--- src/hdl/csms_pkg.sv ---
`default_nettype none
package csms_pkg;

    // Control counts per kind
    localparam int FADER_COUNT  = 8;
    localparam int KNOB_COUNT   = 8;
    localparam int BUTTON_COUNT = 8;

    // Store address widths
    localparam int FADER_AW  = (FADER_COUNT > 1) ? $clog2(FADER_COUNT) : 1;
    localparam int KNOB_AW   = (KNOB_COUNT > 1) ? $clog2(KNOB_COUNT) : 1;
    localparam int BUTTON_AW = (BUTTON_COUNT > 1) ? $clog2(BUTTON_COUNT) : 1;
    localparam int IDX_EXT_W = 6;

    // Field widths
    localparam int KIND_W  = 2;
    localparam int IDX_W   = 3;
    localparam int RAW_W   = 12;
    localparam int LEVEL_W = 7;
    localparam int STORE_W = 8;
    localparam int NUM_W   = RAW_W + LEVEL_W;
    localparam int SHIFT_W = 3;

    // Configuration port
    localparam int CFG_IDX_W  = 3;
    localparam int CFG_DATA_W = 12;

    localparam logic [LEVEL_W-1:0] LEVEL_MAX     = 7'd127;
    localparam logic [STORE_W-1:0] UNKNOWN_VALUE = 8'hFF;
    localparam logic [RAW_W-1:0]   RAW_MAX       = 12'd4095;
    localparam logic [RAW_W-1:0]   PRESS_RESET   = 12'd2048;
    localparam logic [SHIFT_W-1:0] DIV_TOP_SHIFT = 3'd6;

    // Input kinds
    localparam logic [KIND_W-1:0] KIND_FADER  = 2'd0;
    localparam logic [KIND_W-1:0] KIND_KNOB   = 2'd1;
    localparam logic [KIND_W-1:0] KIND_BUTTON = 2'd2;

    // Event kinds
    localparam logic [KIND_W-1:0] EVT_CTRL_CHANGE = 2'd0;
    localparam logic [KIND_W-1:0] EVT_NOTE_ON     = 2'd1;
    localparam logic [KIND_W-1:0] EVT_NOTE_OFF    = 2'd2;

    // Register indexes
    localparam logic [CFG_IDX_W-1:0] REG_FADER_MIN   = 3'd0;
    localparam logic [CFG_IDX_W-1:0] REG_FADER_MAX   = 3'd1;
    localparam logic [CFG_IDX_W-1:0] REG_KNOB_MIN    = 3'd2;
    localparam logic [CFG_IDX_W-1:0] REG_KNOB_MAX    = 3'd3;
    localparam logic [CFG_IDX_W-1:0] REG_PRESS_LEVEL = 3'd4;
    localparam logic [CFG_IDX_W-1:0] REG_FADER_BASE  = 3'd5;
    localparam logic [CFG_IDX_W-1:0] REG_KNOB_BASE   = 3'd6;
    localparam logic [CFG_IDX_W-1:0] REG_NOTE_BASE   = 3'd7;

    typedef struct packed {
        logic [RAW_W-1:0]   fader_min;
        logic [RAW_W-1:0]   fader_max;
        logic [RAW_W-1:0]   knob_min;
        logic [RAW_W-1:0]   knob_max;
        logic [RAW_W-1:0]   press_level;
        logic [LEVEL_W-1:0] fader_base;
        logic [LEVEL_W-1:0] knob_base;
        logic [LEVEL_W-1:0] note_base;
    } cfg_t;

    typedef struct packed {
        logic               load;
        logic               prep;
        logic               div_step;
        logic [SHIFT_W-1:0] div_shift;
        logic               finish;
    } dp_cmd_t;

    typedef struct packed {
        logic needs_div;
        logic out_free;
    } dp_status_t;

endpackage
`default_nettype wire

--- src/hdl/csms_cfg.sv ---
`default_nettype none
module csms_cfg (
    input  wire logic                           clk,
    input  wire logic                           rst_n,
    input  wire logic                           cfg_wr_en,
    input  wire logic [csms_pkg::CFG_IDX_W-1:0]  cfg_index,
    input  wire logic [csms_pkg::CFG_DATA_W-1:0] cfg_data,
    output csms_pkg::cfg_t                       cfg
);
    import csms_pkg::*;

    cfg_t cfg_reg;
    cfg_t cfg_next;

    always_comb
    begin
        cfg_next = cfg_reg;
        if (cfg_wr_en)
        begin
            case (cfg_index)
                REG_FADER_MIN:   cfg_next.fader_min   = cfg_data[RAW_W-1:0];
                REG_FADER_MAX:   cfg_next.fader_max   = cfg_data[RAW_W-1:0];
                REG_KNOB_MIN:    cfg_next.knob_min    = cfg_data[RAW_W-1:0];
                REG_KNOB_MAX:    cfg_next.knob_max    = cfg_data[RAW_W-1:0];
                REG_PRESS_LEVEL: cfg_next.press_level = cfg_data[RAW_W-1:0];
                REG_FADER_BASE:  cfg_next.fader_base  = cfg_data[LEVEL_W-1:0];
                REG_KNOB_BASE:   cfg_next.knob_base   = cfg_data[LEVEL_W-1:0];
                REG_NOTE_BASE:   cfg_next.note_base   = cfg_data[LEVEL_W-1:0];
                default:         cfg_next = cfg_reg;
            endcase
        end
    end

    always_ff @(posedge clk or negedge rst_n)
    begin
        if (!rst_n)
        begin
            cfg_reg.fader_min   <= '0;
            cfg_reg.fader_max   <= RAW_MAX;
            cfg_reg.knob_min    <= '0;
            cfg_reg.knob_max    <= RAW_MAX;
            cfg_reg.press_level <= PRESS_RESET;
            cfg_reg.fader_base  <= '0;
            cfg_reg.knob_base   <= '0;
            cfg_reg.note_base   <= '0;
        end
        else
        begin
            cfg_reg <= cfg_next;
        end
    end

    assign cfg = cfg_reg;

endmodule
`default_nettype wire

--- src/hdl/csms_ctrl.sv ---
`default_nettype none
module csms_ctrl (
    input  wire logic                 clk,
    input  wire logic                 rst_n,
    input  wire logic                 s_tvalid,
    output logic                      s_tready,
    input  csms_pkg::dp_status_t      status,
    output csms_pkg::dp_cmd_t         cmd
);
    import csms_pkg::*;

    typedef enum logic [1:0] {
        ST_IDLE,
        ST_PREP,
        ST_DIV,
        ST_FINISH
    } state_t;

    state_t             state_reg;
    state_t             state_next;
    logic [SHIFT_W-1:0] shift_reg;
    logic [SHIFT_W-1:0] shift_next;

    always_comb
    begin
        state_next    = state_reg;
        shift_next    = shift_reg;
        cmd           = '0;
        cmd.div_shift = shift_reg;
        s_tready      = 1'b0;
        case (state_reg)
            ST_IDLE:
            begin
                s_tready = 1'b1;
                if (s_tvalid)
                begin
                    cmd.load   = 1'b1;
                    state_next = ST_PREP;
                end
            end
            ST_PREP:
            begin
                cmd.prep   = 1'b1;
                shift_next = DIV_TOP_SHIFT;
                state_next = status.needs_div ? ST_DIV : ST_FINISH;
            end
            ST_DIV:
            begin
                cmd.div_step = 1'b1;
                shift_next   = shift_reg - 1'b1;
                if (shift_reg == '0)
                begin
                    state_next = ST_FINISH;
                end
            end
            ST_FINISH:
            begin
                // hold the result until the output register can take it
                if (status.out_free)
                begin
                    cmd.finish = 1'b1;
                    state_next = ST_IDLE;
                end
            end
            default:
            begin
                state_next = ST_IDLE;
            end
        endcase
    end

    always_ff @(posedge clk or negedge rst_n)
    begin
        if (!rst_n)
        begin
            state_reg <= ST_IDLE;
            shift_reg <= '0;
        end
        else
        begin
            state_reg <= state_next;
            shift_reg <= shift_next;
        end
    end

endmodule
`default_nettype wire

--- src/hdl/csms_dp.sv ---
`default_nettype none
module csms_dp (
    input  wire logic                         clk,
    input  wire logic                         rst_n,
    input  csms_pkg::cfg_t                    cfg,
    input  csms_pkg::dp_cmd_t                 cmd,
    output csms_pkg::dp_status_t              status,
    input  wire logic [csms_pkg::KIND_W-1:0]  in_kind,
    input  wire logic [csms_pkg::IDX_W-1:0]   in_index,
    input  wire logic [csms_pkg::RAW_W-1:0]   in_sample,
    output logic                              out_valid,
    input  wire logic                         out_ready,
    output logic [csms_pkg::KIND_W-1:0]       out_event_kind,
    output logic [csms_pkg::LEVEL_W-1:0]      out_number,
    output logic [csms_pkg::LEVEL_W-1:0]      out_level
);
    import csms_pkg::*;

    // Captured item
    logic [KIND_W-1:0]  kind_reg;
    logic [IDX_W-1:0]   idx_reg;
    logic [RAW_W-1:0]   sample_reg;

    // Scaling and division
    logic [NUM_W-1:0]   rem_reg;
    logic [NUM_W-1:0]   rem_next;
    logic [RAW_W-1:0]   den_reg;
    logic [LEVEL_W-1:0] quot_reg;
    logic [LEVEL_W-1:0] quot_next;
    logic               empty_reg;
    logic               pressed_reg;

    // Last-value stores
    logic [STORE_W-1:0] last_fader_reg  [FADER_COUNT];
    logic [STORE_W-1:0] last_knob_reg   [KNOB_COUNT];
    logic               last_button_reg [BUTTON_COUNT];

    // Output register
    logic               out_valid_reg;
    logic [KIND_W-1:0]  out_kind_reg;
    logic [LEVEL_W-1:0] out_number_reg;
    logic [LEVEL_W-1:0] out_level_reg;

    logic [RAW_W-1:0]     lo;
    logic [RAW_W-1:0]     hi;
    logic [RAW_W-1:0]     clamped;
    logic [RAW_W-1:0]     diff;
    logic [NUM_W-1:0]     trial;
    logic [IDX_EXT_W-1:0] idx_ext;
    logic [FADER_AW-1:0]  fader_addr;
    logic [KNOB_AW-1:0]   knob_addr;
    logic [BUTTON_AW-1:0] button_addr;
    logic [LEVEL_W-1:0]   scaled;
    logic                 idx_ok;
    logic                 emit;
    logic [KIND_W-1:0]    evt_kind;
    logic [LEVEL_W-1:0]   evt_number;
    logic [LEVEL_W-1:0]   evt_level;

    assign status.needs_div = (kind_reg == KIND_FADER) || (kind_reg == KIND_KNOB);
    assign status.out_free  = !out_valid_reg || out_ready;

    // Clamp and offset
    always_comb
    begin
        if (kind_reg == KIND_FADER)
        begin
            lo = cfg.fader_min;
            hi = cfg.fader_max;
        end
        else
        begin
            lo = cfg.knob_min;
            hi = cfg.knob_max;
        end
        if (sample_reg < lo)
        begin
            clamped = lo;
        end
        else if (sample_reg > hi)
        begin
            clamped = hi;
        end
        else
        begin
            clamped = sample_reg;
        end
        diff = clamped - lo;
    end

    // One quotient bit per step
    always_comb
    begin
        trial     = NUM_W'(den_reg) << cmd.div_shift;
        rem_next  = rem_reg;
        quot_next = quot_reg;
        if (rem_reg >= trial)
        begin
            rem_next                 = rem_reg - trial;
            quot_next[cmd.div_shift] = 1'b1;
        end
    end

    // Compare against the store and form the event
    always_comb
    begin
        idx_ext     = IDX_EXT_W'(idx_reg);
        fader_addr  = idx_ext[FADER_AW-1:0];
        knob_addr   = idx_ext[KNOB_AW-1:0];
        button_addr = idx_ext[BUTTON_AW-1:0];
        scaled      = empty_reg ? '0 : quot_reg;
        idx_ok      = 1'b0;
        emit        = 1'b0;
        evt_kind    = EVT_CTRL_CHANGE;
        evt_number  = '0;
        evt_level   = scaled;
        case (kind_reg)
            KIND_FADER:
            begin
                idx_ok     = int'(idx_reg) < FADER_COUNT;
                emit       = idx_ok && ({1'b0, scaled} != last_fader_reg[fader_addr]);
                evt_number = cfg.fader_base + LEVEL_W'(idx_reg);
            end
            KIND_KNOB:
            begin
                idx_ok     = int'(idx_reg) < KNOB_COUNT;
                emit       = idx_ok && ({1'b0, scaled} != last_knob_reg[knob_addr]);
                evt_number = cfg.knob_base + LEVEL_W'(idx_reg);
            end
            KIND_BUTTON:
            begin
                idx_ok     = int'(idx_reg) < BUTTON_COUNT;
                emit       = idx_ok && (pressed_reg != last_button_reg[button_addr]);
                evt_kind   = pressed_reg ? EVT_NOTE_ON : EVT_NOTE_OFF;
                evt_number = cfg.note_base + LEVEL_W'(idx_reg);
                evt_level  = pressed_reg ? LEVEL_MAX : '0;
            end
            default:
            begin
                emit = 1'b0;
            end
        endcase
    end

    always_ff @(posedge clk)
    begin
        if (cmd.load)
        begin
            kind_reg   <= in_kind;
            idx_reg    <= in_index;
            sample_reg <= in_sample;
        end
        if (cmd.prep)
        begin
            // diff * 127 as a shift and subtract
            rem_reg     <= {diff, {LEVEL_W{1'b0}}} - NUM_W'(diff);
            den_reg     <= hi - lo;
            empty_reg   <= hi <= lo;
            pressed_reg <= sample_reg >= cfg.press_level;
            quot_reg    <= '0;
        end
        else if (cmd.div_step)
        begin
            rem_reg  <= rem_next;
            quot_reg <= quot_next;
        end
        if (cmd.finish && emit)
        begin
            out_kind_reg   <= evt_kind;
            out_number_reg <= evt_number;
            out_level_reg  <= evt_level;
        end
    end

    always_ff @(posedge clk or negedge rst_n)
    begin
        if (!rst_n)
        begin
            out_valid_reg <= 1'b0;
            for (int i = 0; i < FADER_COUNT; i++)
            begin
                last_fader_reg[i] <= UNKNOWN_VALUE;
            end
            for (int i = 0; i < KNOB_COUNT; i++)
            begin
                last_knob_reg[i] <= UNKNOWN_VALUE;
            end
            for (int i = 0; i < BUTTON_COUNT; i++)
            begin
                last_button_reg[i] <= 1'b0;
            end
        end
        else
        begin
            if (cmd.finish && emit)
            begin
                out_valid_reg <= 1'b1;
                case (kind_reg)
                    KIND_FADER:  last_fader_reg[fader_addr]    <= {1'b0, scaled};
                    KIND_KNOB:   last_knob_reg[knob_addr]      <= {1'b0, scaled};
                    KIND_BUTTON: last_button_reg[button_addr]  <= pressed_reg;
                    default:     ;
                endcase
            end
            else if (out_ready)
            begin
                out_valid_reg <= 1'b0;
            end
        end
    end

    assign out_valid      = out_valid_reg;
    assign out_event_kind = out_kind_reg;
    assign out_number     = out_number_reg;
    assign out_level      = out_level_reg;

endmodule
`default_nettype wire

--- src/hdl/control_surface_midi_scanner_top.sv ---
// Control surface scanner: turns raw converter samples into change events.
// Input stream: s_tuser carries the control kind (fader, knob, button),
// s_tdata the control index and the 12-bit sample. Output stream: m_tuser
// carries the event kind (controller change, note on, note off), m_tdata
// the controller or note number and the level. An item yields zero or one
// event; nothing comes out when the value or pressed state did not change,
// for an unused kind, or for an index beyond that kind's count.
// A fader or knob item passes from the accepting edge through clamp and
// scale, 7 steps of the shift-subtract quotient unit, then store compare
// and commit into the output register; a button item skips the quotient.
// The controller is back in idle on the edge that commits the event, so
// the input takes a new item only once the last one is through.
// s_tready is high only while no item is in work. A finished event sits in
// the output register; the next item is taken while it waits, and that
// item's own result holds in the last step until m_tready frees the
// register. Reset clears the output register, sets the configuration to
// its defaults, marks every stored fader and knob value unknown so its
// first sample always reports, and marks every button released. Users must write
// configuration via cfg_wr_en/cfg_index/cfg_data while idle; not enforced.
`default_nettype none
module control_surface_midi_scanner_top (
    input  wire logic        clk,
    input  wire logic        rst_n,
    input  wire logic        s_tvalid,
    output logic             s_tready,
    input  wire logic [15:0] s_tdata,   // [2:0] index, [14:3] sample, [15] zero
    input  wire logic [1:0]  s_tuser,   // [1:0] kind
    output logic             m_tvalid,
    input  wire logic        m_tready,
    output logic [15:0]      m_tdata,   // [6:0] number, [13:7] level, [15:14] zero
    output logic [1:0]       m_tuser,   // [1:0] event_kind
    input  wire logic        cfg_wr_en,
    input  wire logic [2:0]  cfg_index,
    input  wire logic [11:0] cfg_data
);
    import csms_pkg::*;

    cfg_t               cfg;
    dp_cmd_t            cmd;
    dp_status_t         status;
    logic [LEVEL_W-1:0] number;
    logic [LEVEL_W-1:0] level;

    csms_cfg u_cfg (
        .clk       (clk),
        .rst_n     (rst_n),
        .cfg_wr_en (cfg_wr_en),
        .cfg_index (cfg_index),
        .cfg_data  (cfg_data),
        .cfg       (cfg)
    );

    // Sequence one item through capture, scale, divide and commit
    csms_ctrl u_ctrl (
        .clk      (clk),
        .rst_n    (rst_n),
        .s_tvalid (s_tvalid),
        .s_tready (s_tready),
        .status   (status),
        .cmd      (cmd)
    );

    csms_dp u_dp (
        .clk            (clk),
        .rst_n          (rst_n),
        .cfg            (cfg),
        .cmd            (cmd),
        .status         (status),
        .in_kind        (s_tuser),
        .in_index       (s_tdata[IDX_W-1:0]),
        .in_sample      (s_tdata[IDX_W+RAW_W-1:IDX_W]),
        .out_valid      (m_tvalid),
        .out_ready      (m_tready),
        .out_event_kind (m_tuser),
        .out_number     (number),
        .out_level      (level)
    );

    // Pack the event, zero-filled to whole bytes
    assign m_tdata = {2'b00, level, number};

endmodule
`default_nettype wire

--- config.mk ---
export PLATFORM = sky130hd
export DESIGN_NAME = control_surface_midi_scanner_top
export DESIGN_NICKNAME = d
export VERILOG_FILES = /design/src/hdl/csms_pkg.sv /design/src/hdl/csms_cfg.sv /design/src/hdl/csms_ctrl.sv /design/src/hdl/csms_dp.sv /design/src/hdl/control_surface_midi_scanner_top.sv
export SDC_FILE = /design/constraint.sdc
export NUM_CORES = 1
export LEC_CHECK = 0
export BUFFER_PORTS_ARGS = -buffer_cell sky130_fd_sc_hd__buf_2
export CORE_MARGIN = 4
export CORE_UTILIZATION = 45
export CTS_BUF_LIST = sky130_fd_sc_hd__clkbuf_16
export CTS_CLUSTER_SIZE = 28
export DETAILED_ROUTE_END_ITERATION = 8
export HOLD_SLACK_MARGIN = 0.15
export PLACE_DENSITY = 0.62
export SETUP_SLACK_MARGIN = 0.15
export SLEW_MARGIN = 15
export SYNTH_ARGS = -nofsm -noshare
export SYNTH_HDL_FRONTEND = slang
export SYNTH_SLANG_ARGS = --single-unit
--- constraint.sdc ---
create_clock -name clk -period 7.15 [get_ports clk]
set_input_delay 1.43 -clock clk [delete_from_list [all_inputs] [get_ports clk]]
set_output_delay 1.43 -clock clk [all_outputs]
set_load 0.05 [all_outputs]
[Yosys cells after proc, flatten, opt, wreduce, memory -nomap -nowiden]
Index checks and enable logic that the tools add are counted.
Operators by class
  shifts and indexed selects: 1
  eq/ne operators: 18
  bitwise operators: 2
  add/subtract/negate cells: 8
  multiplexer cells: 46
  magnitude comparators: 9
  reductions and logical operators: 28
Operator list (count)
  $bwmux W64: 2
  $mux W19: 3
  $bmux W8 S3: 2
  $mux W12: 4
  $mux W8: 5
  $reduce_and A2 Y1: 13
  $demux W8 S3: 1
  $sub A12 B12 Y12: 2
  $add A7 B3 Y7: 3
  $mux W7: 3
  $pmux W7 S3: 1
  $ge A19 B19 Y1: 1
  $shl A12 B3 Y19: 1
  $sub A19 B12 Y19: 1
  $sub A19 B19 Y19: 1
  $ne A7 B8 Y1: 2
  $mux W1: 14
  $eq A3 B3 Y1 const B: 4
  $ge A12 B12 Y1: 1
  $gt A12 B12 Y1: 1
  $le A12 B12 Y1: 1
  $lt A12 B12 Y1: 1
  $bwmux W8: 1
  $mux W2: 4
  other kinds (26): 40
Storage, ports and cells
  logic and storage cells: 158
  bits of input ports: 38
  register bits after elaboration: 296
  output and inout port bits: 20

[Logic depth before layout (Yosys ltp)]
  depth in word-level cells: 8
  gate-level depth with buffers: 32

[Hierarchy]
Synthesis repeated with hierarchy kept, for this count alone.
Second synthesis, totals
  cells, all modules: 1467
  area total of the unflattened synthesis: 17501.8 um^2
By module, submodules not included
  csms_dp: cells each 1252, times used 1, area each 13970.9 um^2, seq. area each 5710.5 um^2
  csms_cfg: cells each 179, times used 1, area each 3169.3 um^2, seq. area each 2058.2 um^2
  csms_ctrl: cells each 33, times used 1, area each 342.8 um^2, seq. area each 125.1 um^2
  control_surface_midi_scanner_top: cells each 3, times used 1, area each 18.8 um^2, seq. area each 0.0 um^2

[Worst setup path before layout]
OpenSTA, ideal clock, no wires.
  kind: register to register
  start point: register u_dp.kind_reg[0]
  end point: register u_dp.rem_reg[14], data pin
  cell stages (with the launch flop): 31
  data arrival time: 6.488 ns
  path buffers: 4
  path slack: 0.389 ns
  clock period less this slack: 6.761 ns
  required time: 6.877 ns
  setup time: 0.273 ns
  cells stage by stage: edfxtp_1 > inv_1 > ha_1 > clkbuf_1 > clkbuf_1 > buf_1 > mux2i_1 > ha_1 > o21a_1 > o31ai_1 > a21oi_1 > o21ai_0 > a31oi_1 > clkbuf_1 > o211ai_1 > o21ai_0 > ha_1 > fa_1 > nand2b_1 > a21oi_1 > a31oi_1 > xnor2_1 > inv_1 > ha_1 > a21oi_1 > or2_2 > and2_1 > o31a_1 > nor2b_1 > xnor2_1 > mux2i_1
Between the ends
  cells in the longest elaborated chain, start to end: 8
Ends and longest elaborated chain
  start, declared: RTL line csms_dp.sv:20  | logic [KIND_W-1:0] kind_reg;
  start signal, assigned: RTL line csms_dp.sv:149  | kind_reg <= in_kind;
  $logic_not A2 Y1 (*): RTL line csms_dp.sv:66  | if (kind_reg == KIND_FADER)
  $mux W12: RTL line csms_dp.sv:66
  $gt A12 B12 Y1: RTL line csms_dp.sv:80  | else if (sample_reg > hi)
  $mux W12: RTL line csms_dp.sv:80
  $mux W12: RTL line csms_dp.sv:76  | if (sample_reg < lo)
  $sub A12 B12 Y12 (*): RTL line csms_dp.sv:88  | diff = clamped - lo;
  $sub A19 B12 Y19 (*): RTL line csms_dp.sv:156  | rem_reg <= {diff, {LEVEL_W{1'b0}}} - NUM_W'(diff);
  $mux W19 (*): RTL line csms_dp.sv:153  | if (cmd.prep)
  end signal, assigned: RTL line csms_dp.sv:156
  end signal, assigned: RTL line csms_dp.sv:164  | rem_reg <= rem_next;
  end, declared: RTL line csms_dp.sv:25  | logic [NUM_W-1:0] rem_reg;
Every way passes the cells marked *; elsewhere a longest branch is shown, timed or not.
A chain may end at the register's enable or synchronous reset.

[Worst setup path after layout]
  start point: register u_dp.kind_reg[0]
  end point: register u_dp.rem_reg[18], data pin
The elaborated chain is that of the path after synthesis.

==> results.sh <==
export IMPL_yosysTopAreaCell="dfstp_2"
export IMPL_yosys_area_share_simple=0.0989
export IMPL_maxCapViolations=0
export IMPL_min_period_over_period=0.903
export IMPL_hold_path_class="reg -> reg"
export IMPL_num_fill_cells=3305
export IMPL_final_min_clock_period_ns=6.45
export IMPL_path_clk_slew_ns=0.06
export IMPL_path_delay_family="compound AO/OA/AOI/OAI gates"
export IMPL_finalSetupViolations=0
export IMPL_routed_wl_um=39300
export IMPL_seq_area_frac_synth=0.462
export IMPL_post_cts_setup_buffers=0
export IMPL_drc=0
export IMPL_setup_tns_ns=0
export IMPL_track_usage=0.190
export IMPL_slowest_delay_ns=0.45
export IMPL_drtIter0Drc=682
export IMPL_crit_required_ns=7.45
export IMPL_largest_register_ff_count=81
export IMPL_place_gp_congestion=0.864
export IMPL_syn_avg_cell_area_sq_um=11.6
export IMPL_area_growth_pct=11.1
export IMPL_cts_sinks=296
export IMPL_grt_pass1_wl_um=63500
export IMPL_synth_cells=1472
export IMPL_yosysWarnings=0
export IMPL_ys_seq_elements=296
export IMPL_critPathMaxFanout=33
export IMPL_rows=71
export IMPL_skew_ns=0.0184
export IMPL_end_kind="register"
export IMPL_firstDrtPassIters=5
export IMPL_slew_headroom=0.255
export IMPL_root_buffer="clkbuf_16"
export IMPL_cts_buffers=31
export IMPL_clockBufferDepth=3
export IMPL_cts_tree="built"
export IMPL_clkLatencyLatePin_ns=0.59
export IMPL_synth_xor_area_frac=0.0297
export IMPL_cp_start_kind="register"
export IMPL_die_h_um=203
export IMPL_io_pins=58
export IMPL_antenna_left=0
export IMPL_nets=1657
export IMPL_finalNonFillerCells=2056
export IMPL_fmax_mhz=155
export IMPL_critPathMostFrequentCell="ha_1"
export IMPL_netlist_area_sq_um=17100
export IMPL_power_static_leakage_nw=8.01
export IMPL_slew_viol_final=0
export IMPL_viasPerCell=5.55
export IMPL_cts_max_level=1
export IMPL_synthMuxAreaShare=0.203
export IMPL_numPlacedInstances=1997
export IMPL_grt_max_degree=171
export IMPL_synthArstFlopShare=0.753
export IMPL_synth_main_ff_cell="dfstp_2"
export IMPL_irDropWorstVdd_mv=0.353
export IMPL_critPathSlowestCell="edfxtp_1"
export IMPL_die_w_um=203
export IMPL_status="finished clean"
export IMPL_rsz0062_at_grt="false"
export IMPL_via_count=11400
export IMPL_final_common_cell="mux2_2"
export IMPL_initial_core_util=0.455
export IMPL_path_class="reg -> reg"
export IMPL_hold_buffers=0
export IMPL_synth_cell_type_count=69
export IMPL_grt_pass1_vias=11300
export IMPL_hpwl_um=27100
export IMPL_synth_top_family_by_area="multiplexers"
export IMPL_cp_num_buf_inv=5
export IMPL_drive_gt1_frac=0.350
export IMPL_tightestPinTransition_ns=1.11
export IMPL_grt_overflow=0
export IMPL_final_cell_mix="194 x mux2_2, 153 x dfstp_2, 95 x ha_1"
export IMPL_yosys_top_cells_area="dfstp_2 24%, mux2_2 13%, edfxtp_1 12%, dfrtp_1 10%, ha_1 7.0%"
export IMPL_cp_arrival_ns=6.76
export IMPL_port_buffers=54
export IMPL_p_per_area_nw_per_um2=454
export IMPL_die_area_sq_um=41200
export IMPL_hold_viol_final=0
export IMPL_avgRoutedWirePerCell_um=19.1
export IMPL_synthAdderAreaFrac=0.0749
export IMPL_synth_edf_count=66
export IMPL_synth_top_cell_area_share=0.235
export IMPL_coreArea_sq_um=37600
export IMPL_antenna_found_initial=0
export IMPL_synth_compound_area_frac=0.0973
-- final timing paths --
kind	startpoint	to	slack (ns)	cells after the start
min	u_dp.quot_reg[5]$_SDFFE_PP0P_	u_dp.quot_reg[5]$_SDFFE_PP0P_	0.47	2
min in group asynchronous	rst_n	u_ctrl.shift_reg[2]$_DFFE_PN0P_	0.83	1
max in group asynchronous	rst_n	u_cfg.cfg[30]$_DFFE_PN0P_	5.07	2
min reg2reg	u_dp.quot_reg[5]$_SDFFE_PP0P_	u_dp.quot_reg[5]$_SDFFE_PP0P_	0.47	2
max	u_dp.kind_reg[0]$_DFFE_PP_	u_dp.rem_reg[18]$_DFFE_PP_	0.70	29
max reg2reg	u_dp.kind_reg[0]$_DFFE_PP_	u_dp.rem_reg[18]$_DFFE_PP_	0.70	29
-- layout make-up --
class | instances | area [sq um] | area share
Clock buffer | 34 | 851 | 0.0448
Inverter | 63 | 236 | 0.0124
Antenna cell | 1 | 2.50 | 0.000132
Multi-Input combinational cell | 1035 | 8660 | 0.456
Clock inverter | 24 | 116 | 0.00612
Tap cell | 511 | 639 | 0.0336
Sequential cell | 296 | 7890 | 0.415
Timing Repair Buffer | 92 | 602 | 0.0317
-- metal layers --
metal	vias up	share of wire	global-route usage
met3	55	0.034	0.0224
met4	0	0.021	0.0487
li1	5472	-	-
met1	5723	0.48	0.273
met2	170	0.46	0.308
met5	-	0	0
-- kinds of logic after synthesis --
| logic type | after synthesis |
|---|---|
| XOR/XNOR | 58 |
| flip-flops | 296 |
| multiplexers | 281 |
| adder cells (fa/ha/maj) | 100 |
| other | 1 |
| buffers and inverters | 142 |
| AND/OR/NAND/NOR | 329 |
| AO/OA/AOI/OAI | 265 |
-- worst min-delay path, stage by stage (launching register included) --
cell     delay, ns
dfxtp_1       0.33
a41oi_1       0.04
nor2_1        0.07
-- power breakdown --
| part | leakage, nW | internal [mW] | switching [mW] |
|---|---|---|---|
| Sequential | 3.11 | 2.23 | 0.194 |
| Clock | 0.515 | 0.852 | 0.684 |
| Combinational | 4.38 | 1.91 | 2.75 |
| Total | 8.01 | 4.99 | 3.63 |
-- what timing repair did --
| item | 4_1_cts | 5_1_grt |
|---|---|---|
| setup endpoints to repair | 0 | 7 |
| resized for setup | 0 | 5 |
| hold endpoints to repair | 0 | 0 |
-- cells in the mapped netlist (5+ instances only) --
master / n
buf_6: 5
nor2b_1: 36
a211oi_1: 11
nand2_1: 74
buf_1: 5
a41oi_1: 7
nor2_1: 82
ha_1: 96
edfxtp_1: 66
inv_1: 61
o21a_1: 9
mux2_2: 194
or3_1: 7
mux2_4: 14
dfstp_2: 153
o21bai_1: 6
a22oi_1: 10
a31oi_1: 14
and2_1: 17
mux4_2: 18
buf_2: 11
xnor2_1: 30
dfrtp_1: 70
and3_1: 18
o21ai_0: 73
mux2i_1: 48
nand3_2: 8
dfxtp_1: 7
xor2_1: 28
a21o_1: 17
nand2b_1: 12
a21oi_1: 68
clkbuf_1: 55
o211ai_1: 16
nand3_1: 17
nand4_1: 20
mux4_1: 7
nor3_1: 14
-- through the flow --
step,worst slack (ns),util,power (mW),hold slack (ns),cell area (sq um)
3_5_place_dp,0.414,0.479,7.03,0.456,18000
3_3_place_gp,0.571,0.479,6.94,0.452,18000
5_1_grt,0.234,0.506,9.32,0.489,19000
6_report,0.695,0.506,8.62,0.470,19000
2_1_floorplan,0.389,-,5.87,0.429,17100
4_1_cts,0.361,0.505,8.60,0.473,19000
Note: power is estimated with default switching activity, not from simulation.
